## config.mk

```make
export PLATFORM = sky130hd
export DESIGN_NAME = nr_gold_sequence_generator_unit
export DESIGN_NICKNAME = d
export VERILOG_FILES = /design/src/nrgold_pkg.sv /design/src/nr_gold_sequence_generator_unit.sv
export SDC_FILE = /design/constraint.sdc
export NUM_CORES = 1
export LEC_CHECK = 0
export BUFFER_PORTS_ARGS = -buffer_cell sky130_fd_sc_hd__buf_2
export CAP_MARGIN = 20
export CORE_MARGIN = 2
export CORE_UTILIZATION = 66
export CTS_CLUSTER_SIZE = 14
export DETAILED_ROUTE_END_ITERATION = 8
export GPL_TIMING_DRIVEN = 0
export PLACE_DENSITY = 0.87
export SYNTH_ARGS = -nofsm -noshare
export SYNTH_HDL_FRONTEND = slang
export SYNTH_SLANG_ARGS = --single-unit
```

## constraint.sdc

```tcl
create_clock -name clk_i -period 16.1 [get_ports clk_i]
set_input_delay 2.415 -clock clk_i [delete_from_list [all_inputs] [get_ports clk_i]]
set_output_delay 2.415 -clock clk_i [all_outputs]
set_load 0.01 [all_outputs]
```

## src/nrgold_pkg.sv

```systemverilog
package nrgold_pkg;

  localparam int LFSR_W       = 31;
  localparam int WARMUP_STEPS = 1600;
  localparam int MAX_LENGTH   = 2048;
  localparam int IDX_W        = 8;
  localparam int LEN_W        = 12;
  localparam int SKIP_W       = 20;
  localparam int WORD_W       = 32;
  localparam int BIT_IDX_W    = 5;
  localparam int CNT_W        = 6;
  localparam int IN_TDATA_W   = 24;
  localparam int OUT_TDATA_W  = 40;
  localparam int SKIP_CHUNK   = 8;

  typedef logic [LFSR_W-1:0] lfsr_t;

  typedef enum logic [3:0] {
    S_IDLE = 4'b0001,
    S_MUL  = 4'b0010,
    S_SKIP = 4'b0100,
    S_EMIT = 4'b1000
  } state_e;

  // x1(n+31) = x1(n+3) ^ x1(n)
  function automatic lfsr_t adv_first(input lfsr_t x);
    logic fb;
    fb = x[0] ^ x[3];
    return {fb, x[LFSR_W-1:1]};
  endfunction

  // x2(n+31) = x2(n+3) ^ x2(n+2) ^ x2(n+1) ^ x2(n)
  function automatic lfsr_t adv_second(input lfsr_t x);
    logic fb;
    fb = x[0] ^ x[1] ^ x[2] ^ x[3];
    return {fb, x[LFSR_W-1:1]};
  endfunction

endpackage

```

## src/nr_gold_sequence_generator_unit.sv

```systemverilog
// operation: the offset product is formed first, then both registers are stepped over
// S = 1600 + block_index * seq_length positions, then one output bit is emitted per cycle
// unless a full word waits for the output register; a new request is taken only when the
// sequencer is back in idle, at once for a zero length request; the single lfsr stepping unit
// does 8 steps a cycle while 8 or more remain to skip, else 1, and 1 per bit while emitting
// reset: asynchronous active low, clears the seed to zero and returns the sequencer to idle
module nr_gold_sequence_generator_unit (
  input  logic        clk_i,
  input  logic        rst_ni,
  // configuration: c_init seed of the second register
  input  logic        cfg_we_i,
  input  logic [30:0] cfg_wdata_i,
  // request stream
  input  logic        s_axis_tvalid_i,
  output logic        s_axis_tready_o,
  input  logic [23:0] s_axis_tdata_i,   // [7:0] block_index, [19:8] seq_length, [23:20] zero
  // result stream
  output logic        m_axis_tvalid_o,
  input  logic        m_axis_tready_i,
  output logic [39:0] m_axis_tdata_o,   // [31:0] sequence_bits, [37:32] bit_count, [39:38] zero
  output logic        m_axis_tlast_o    // last_word
);

  // sequencer state
  nrgold_pkg::state_e state_q, state_d;

  // seed register, first register seed is the constant 1
  nrgold_pkg::lfsr_t c_init_q;

  // working copies of both shift registers
  nrgold_pkg::lfsr_t x1_q, x1_d;
  nrgold_pkg::lfsr_t x2_q, x2_d;

  // request fields and counters
  logic [nrgold_pkg::IDX_W-1:0]     idx_q, idx_d;
  logic [nrgold_pkg::LEN_W-1:0]     rem_q, rem_d;     // bits still to emit
  logic [nrgold_pkg::SKIP_W-1:0]    skip_q, skip_d;   // steps still to skip
  logic [nrgold_pkg::BIT_IDX_W-1:0] bidx_q, bidx_d;   // bit position in current word
  logic [nrgold_pkg::WORD_W-1:0]    word_q, word_d;   // word being assembled

  // output register
  logic                             out_valid_q, out_valid_d;
  logic [nrgold_pkg::WORD_W-1:0]    out_bits_q, out_bits_d;
  logic [nrgold_pkg::CNT_W-1:0]     out_cnt_q, out_cnt_d;
  logic                             out_last_q, out_last_d;

  logic                             in_xfer;
  logic [nrgold_pkg::LEN_W-1:0]     len_in;
  logic [nrgold_pkg::LEN_W-1:0]     len_sat;
  logic [nrgold_pkg::SKIP_W-1:0]    product;
  logic                             word_done;
  logic                             out_free;
  logic                             cbit;
  nrgold_pkg::lfsr_t                x1_skip, x2_skip;

  assign s_axis_tready_o = (state_q == nrgold_pkg::S_IDLE);
  assign in_xfer         = s_axis_tvalid_i && s_axis_tready_o;

  // overlong requests saturate to the maximum length
  assign len_in  = s_axis_tdata_i[19:8];
  assign len_sat = (len_in > nrgold_pkg::LEN_W'(nrgold_pkg::MAX_LENGTH))
                 ? nrgold_pkg::LEN_W'(nrgold_pkg::MAX_LENGTH) : len_in;

  // skip offset product, 8 x 12 bits
  assign product = {{(nrgold_pkg::SKIP_W-nrgold_pkg::IDX_W){1'b0}}, idx_q}
                 * {{(nrgold_pkg::SKIP_W-nrgold_pkg::LEN_W){1'b0}}, rem_q};

  // eight chained steps for the skip phase
  always_comb begin
    x1_skip = x1_q;
    x2_skip = x2_q;
    for (int k = 0; k < nrgold_pkg::SKIP_CHUNK; k++) begin
      x1_skip = nrgold_pkg::adv_first(x1_skip);
      x2_skip = nrgold_pkg::adv_second(x2_skip);
    end
  end

  assign cbit      = x1_q[0] ^ x2_q[0];
  assign word_done = (bidx_q == '1) || (rem_q == nrgold_pkg::LEN_W'(1));
  // the output register can take a new word this cycle
  assign out_free  = !out_valid_q || m_axis_tready_i;

  always_comb begin
    state_d     = state_q;
    x1_d        = x1_q;
    x2_d        = x2_q;
    idx_d       = idx_q;
    rem_d       = rem_q;
    skip_d      = skip_q;
    bidx_d      = bidx_q;
    word_d      = word_q;
    out_valid_d = out_valid_q && !m_axis_tready_i;
    out_bits_d  = out_bits_q;
    out_cnt_d   = out_cnt_q;
    out_last_d  = out_last_q;

    case (state_q)
      nrgold_pkg::S_IDLE: begin
        if (in_xfer) begin
          idx_d   = s_axis_tdata_i[7:0];
          rem_d   = len_sat;
          x1_d    = nrgold_pkg::LFSR_W'(1);
          x2_d    = c_init_q;
          state_d = nrgold_pkg::S_MUL;
        end
      end
      nrgold_pkg::S_MUL: begin
        skip_d  = nrgold_pkg::SKIP_W'(nrgold_pkg::WARMUP_STEPS) + product;
        bidx_d  = '0;
        word_d  = '0;
        // a zero length request produces nothing
        state_d = (rem_q == '0) ? nrgold_pkg::S_IDLE : nrgold_pkg::S_SKIP;
      end
      nrgold_pkg::S_SKIP: begin
        if (skip_q >= nrgold_pkg::SKIP_W'(nrgold_pkg::SKIP_CHUNK)) begin
          x1_d   = x1_skip;
          x2_d   = x2_skip;
          skip_d = skip_q - nrgold_pkg::SKIP_W'(nrgold_pkg::SKIP_CHUNK);
        end else if (skip_q != '0) begin
          x1_d   = nrgold_pkg::adv_first(x1_q);
          x2_d   = nrgold_pkg::adv_second(x2_q);
          skip_d = skip_q - nrgold_pkg::SKIP_W'(1);
        end else begin
          state_d = nrgold_pkg::S_EMIT;
        end
      end
      nrgold_pkg::S_EMIT: begin
        // stall on a full or final word while the previous one is still waiting
        if (!word_done || out_free) begin
          x1_d   = nrgold_pkg::adv_first(x1_q);
          x2_d   = nrgold_pkg::adv_second(x2_q);
          rem_d  = rem_q - nrgold_pkg::LEN_W'(1);
          bidx_d = bidx_q + nrgold_pkg::BIT_IDX_W'(1);
          word_d = word_q | (nrgold_pkg::WORD_W'(cbit) << bidx_q);
          if (word_done) begin
            out_valid_d = 1'b1;
            out_bits_d  = word_q | (nrgold_pkg::WORD_W'(cbit) << bidx_q);
            out_cnt_d   = {1'b0, bidx_q} + nrgold_pkg::CNT_W'(1);
            out_last_d  = (rem_q == nrgold_pkg::LEN_W'(1));
            word_d      = '0;
            bidx_d      = '0;
            if (rem_q == nrgold_pkg::LEN_W'(1)) begin
              state_d = nrgold_pkg::S_IDLE;
            end
          end
        end
      end
      default: begin
        state_d = nrgold_pkg::S_IDLE;
      end
    endcase
  end

  // control registers
  always_ff @(posedge clk_i or negedge rst_ni) begin
    if (!rst_ni) begin
      state_q     <= nrgold_pkg::S_IDLE;
      out_valid_q <= 1'b0;
      c_init_q    <= '0;
    end else begin
      state_q     <= state_d;
      out_valid_q <= out_valid_d;
      if (cfg_we_i) begin
        c_init_q <= cfg_wdata_i;
      end
    end
  end

  // datapath registers
  always_ff @(posedge clk_i) begin
    x1_q       <= x1_d;
    x2_q       <= x2_d;
    idx_q      <= idx_d;
    rem_q      <= rem_d;
    skip_q     <= skip_d;
    bidx_q     <= bidx_d;
    word_q     <= word_d;
    out_bits_q <= out_bits_d;
    out_cnt_q  <= out_cnt_d;
    out_last_q <= out_last_d;
  end

  assign m_axis_tvalid_o = out_valid_q;
  assign m_axis_tdata_o  = {2'b00, out_cnt_q, out_bits_q};
  assign m_axis_tlast_o  = out_last_q;

  // a word never carries zero or more than 32 bits
  a_count_range: assert property (@(posedge clk_i) disable iff (!rst_ni)
    m_axis_tvalid_o |-> (out_cnt_q != '0) && (out_cnt_q <= nrgold_pkg::CNT_W'(32)))
    else $error("bit count out of range");

  // emission never runs with nothing left to emit
  a_emit_rem: assert property (@(posedge clk_i) disable iff (!rst_ni)
    (state_q == nrgold_pkg::S_EMIT) |-> (rem_q != '0))
    else $error("emit state with zero remaining bits");

  // an accepted request goes to the offset product next
  a_accept_mul: assert property (@(posedge clk_i) disable iff (!rst_ni)
    in_xfer |=> (state_q == nrgold_pkg::S_MUL))
    else $error("request accepted without starting");

  // a short word is always the last word of its request
  a_short_last: assert property (@(posedge clk_i) disable iff (!rst_ni)
    (m_axis_tvalid_o && (out_cnt_q != nrgold_pkg::CNT_W'(32))) |-> m_axis_tlast_o)
    else $error("partial word not marked last");

endmodule

```

==> qor.tcl <==
set qor(critPathCaptureType) {flop}
set qor(clock_insertion_delay_worst_skew_ns) 0.52
set qor(tritoncts) {yes}
set qor(port_buffers) 96
set qor(fp.dieH_microns) 142.8
set qor(maximum_number_of_pins_on_one_net_before_global_route_repair) 38
set qor(clkSinkCount) 214
set qor(ctsHoldBuffers) 0
set qor(gr-usage-all-layers) 0.2925
set qor(dominantRegCellSynth) {sky130_fd_sc_hd__edfxtp_1}
set qor(timing.critical_path.required_ns) 16.35
set qor(synthCells) 1078
set qor(critPathLaunchType) {flop}
set qor(ant_nets) 0
set qor(setup_viol_count_final) 0
set qor(maximum_net_fanout_on_the_critical_path) 10
set qor(rsz_0062_raised_after_global_routing) {false}
set qor(grt_first_pass_wirelength_microns) 46840
set qor(cp_slowest_stage_delay_ns) 0.57
set qor(fp.dieArea_sq_mm) 0.02040
set qor(synth.avg_cell_area_sq_um) 11.80
set qor(syn_area_sq_mm) 0.01272
set qor(cts.root.buffer_cell) {sky130_fd_sc_hd__clkbuf_16}
set qor(residual_overflow_from_global_routing) 0
set qor(num-nets-final) 1381
set qor(place.gp.congestion) 0.9159
set qor(netlist.area_leader.share) 0.4202
set qor(fp-row-count) 50
set qor(layout_min_cycle_time_ns) 5.135
set qor(biggest_area_contributors_in_the_synthesized_netlist) {sky130_fd_sc_hd__edfxtp_1 (42%), sky130_fd_sc_hd__fa_1 (9.8%), sky130_fd_sc_hd__dfrtp_1 (6.9%), sky130_fd_sc_hd__ha_1 (5.1%), sky130_fd_sc_hd__inv_1 (3.8%)}
set qor(fin_tns_setup_ns) 0
set qor(drt_iter0_markers) 1064
set qor(first_global_vias) 9129
set qor(core_area_sq_mm) 0.01883
set qor(fmax_mhz) 194.7
set qor(crit_arrival_ns) 5.38
set qor(cp_cell_sequence) {clkbuf_1 > and2_1 > fa_1 > fa_1 > fa_1 > inv_1 > fa_1 > inv_1 > ha_1 > a21oi_1 > o21ai_0 > a211o_1 > a31oi_1 > xor2_1 > o21ai_0}
set qor(total_wirelength_microns) 28630
set qor(drcViolationCount) 0
set qor(antenna_violations_before_repair) 1
set qor(area_growth_pct) 13.39
set qor(outcome) {finished, final reports clean}
set qor(synth.ff_latch_count) 214
set qor(drt-vias-per-instance) 6.029
set qor(critical_path.slowest_cell) {sky130_fd_sc_hd__fa_1}
set qor(detailedPlacementHpwl_microns) 20710
set qor(drive_above_1_share) 0.1552
set qor(routedWlPerCell_microns) 19.29
set qor(drt-pass1-iter-count) 8
set qor(synthArstFlopShare) 0.1682
set qor(synth-edff-count) 178
set qor(post-route-period-util) 0.3189
set qor(yosysTopAreaCell) {sky130_fd_sc_hd__edfxtp_1}
set qor(synth.yosys.warnings) 0
set qor(clock_skew_ns) 0.02224
set qor(timing.max_cap.violations) 0
set qor(critical_path_class) {flop to flop}
set qor(hold_violations) 0
set qor(share_of_synthesized_area_occupied_by_flip_flops_and_latches) 0.4911
set qor(cts_buffers) 23
set qor(yosys.cell_types.count) 62
set qor(timing.slew.headroom) 0.2486
set qor(post_cts_resize_count) 0
set qor(floorplan.initialDensity) 0.6755
set qor(report.final.slew_viol_count) 0
set qor(num_io_pins) 103
set qor(antenna-diode-count) 0
set qor(postCtsSetupRepairBufs) 0
set qor(clockBufferDepth) 3
set qor(dr_total_vias) 8947
set qor(hold_crit_path_type) {flop to flop}
set qor(horizontal_die_dimension_microns) 142.8
set qor(worst_pin_slew_ns) 1.118
set qor(critical-path-top-cell-by-count) {sky130_fd_sc_hd__fa_1}
set qor(htree_levels) 1
set qor(cts.clk_slew.worst_paths_ns) 0.07
==> layer usage <==
layer  vias to the layer above  wire length [microns]  global-route usage
li1                       4083                      -                   -
met1                      4324                  11340              0.3930
met2                       473                  14220              0.4934
met3                        65                   2414             0.04997
met4                         2                    641             0.08911
met5                         -                     16                   0
==> per-stage QoR <==
step	worst slack [ns]	std cells	instance area, sq um	util	hold slack (ns)
after CTS	10.98	1484	14420	0.7659	0.5182
after floorplan	9.889	1079	12720	-	0.4806
after global routing	10.67	1484	14420	0.7659	0.5411
after global placement	8.523	1435	13530	0.7185	0.4969
after detailed placement	11.01	1442	13650	0.7248	0.5062
final	10.97	1484	14420	0.7659	0.5164
==> final timing paths <==
check	start	to	slack, ns	cells past startpoint
worst max-delay path	rem_q[2]	skip_q[17]	10.97	15
worst min-delay path	c_init_q[17]	c_init_q[17]	0.52	1
worst max register to register	rem_q[2]	skip_q[17]	10.97	15
worst min register to register	c_init_q[17]	c_init_q[17]	0.52	1
max in group asynchronous	rst_ni	m_axis_tvalid_o	13.58	1
min in group asynchronous	rst_ni	c_init_q[16]	2.00	1
==> placed cells by master (no fill, tap or decap), types with 4 or more instances in the layout <==
master                      Yosys  final
sky130_fd_sc_hd__nand3b_1       6      6
sky130_fd_sc_hd__o21ai_1        6      6
sky130_fd_sc_hd__inv_1        129    129
sky130_fd_sc_hd__buf_4          2      4
sky130_fd_sc_hd__dfrtp_1       35     35
sky130_fd_sc_hd__mux2_2        31     31
sky130_fd_sc_hd__bufinv_16      0      4
sky130_fd_sc_hd__ha_1          52     52
sky130_fd_sc_hd__xnor2_1       36     36
sky130_fd_sc_hd__mux2i_1        4      4
sky130_fd_sc_hd__or3_1          6      6
sky130_fd_sc_hd__buf_6          2      4
sky130_fd_sc_hd__clkbuf_1      44     49
sky130_fd_sc_hd__o21ai_0       21     21
sky130_fd_sc_hd__nor2_1        21     21
sky130_fd_sc_hd__nor2b_1        5      5
sky130_fd_sc_hd__nor3b_1        7      6
sky130_fd_sc_hd__nand2_1       83     82
sky130_fd_sc_hd__a31oi_1        6      6
sky130_fd_sc_hd__a21o_1        41     41
sky130_fd_sc_hd__clkbuf_16      0     23
sky130_fd_sc_hd__o31ai_1        5      5
sky130_fd_sc_hd__nand2b_1       6      6
sky130_fd_sc_hd__a222oi_1      29     29
sky130_fd_sc_hd__and2_1        62     62
sky130_fd_sc_hd__nor3_1        12     12
sky130_fd_sc_hd__and3_1        42     42
sky130_fd_sc_hd__buf_2          6    102
sky130_fd_sc_hd__nor4_1         5      5
sky130_fd_sc_hd__xor2_1        26     26
sky130_fd_sc_hd__nand3_1        7      7
sky130_fd_sc_hd__edfxtp_1     178    178
sky130_fd_sc_hd__clkinv_1       0      4
sky130_fd_sc_hd__a22o_1        24     24
sky130_fd_sc_hd__a211oi_1       6      6
sky130_fd_sc_hd__fa_1          62     62
sky130_fd_sc_hd__a21oi_1       28     27
sky130_fd_sc_hd__and3b_1        4      4
==> synth_stat cells, drive strengths merged, types with 5 or more instances <==
master and instances:
ha 52, fa 62, nor4 6, and2 62
a21oi 28, a21o 41, nor2 22, nand2 83
inv 129, and3 42, o31ai 5, nor3 12
nor2b 5, nor3b 7, a211oi 6, xnor2 36
clkbuf 44, nand3 7, a31oi 6, buf 13
a222oi 29, nand3b 6, a22o 24, dfrtp 35
mux2 31, o21ai 28, or3 6, xor2 26
edfxtp 178, nand2b 6
==> cell families after synthesis <==
logic type,after synthesis,share of synthesized area
fa+ha+maj,114,0.1487
buf+inv,186,0.05725
xor+xnor,62,0.04269
flops,214,0.4911
compound gates,187,0.1086
simple gates,279,0.1207
other cells,1,0.0002948
mux,35,0.03059
==> worst max-delay path: cells and delay by family, from the launching register on <==
| kind | cells | cell delay [ns] |
|---|---|---|
| fa+ha+maj | 5 | 2.47 |
| xor+xnor | 1 | 0.19 |
| simple gates | 1 | 0.24 |
| compound gates | 5 | 1.04 |
| flops | 1 | 0.35 |
| buf+inv | 3 | 0.58 |
==> state kept, by name (all words and copies together), names as in the netlist <==
signal,cells
word_q,32
m_axis_tlast_o,1
out_cnt_q,6
bidx_q,5
x1_q,31
rem_q,12
idx_q,8
x2_q,31
out_bits_q,32
m_axis_tvalid_o,1
skip_q,20
c_init_q,31
state_q,4
==> cell type report <==
cell class                      count  area [sq um]
Tap cell                          260         325.3
Inverter                          129         484.2
Multi-Input combinational cell    679          5767
Sequential cell                   214          6247
Timing Repair Buffer              103         580.6
Clock buffer                       28         594.3
Fill cell                        1107          4408
Clock inverter                     14         180.2
Buffer                             57         244.0
Power is left out: the tool's default activity adds up to more than one toggle a clock period on the data nets, which glitch-free logic cannot reach.
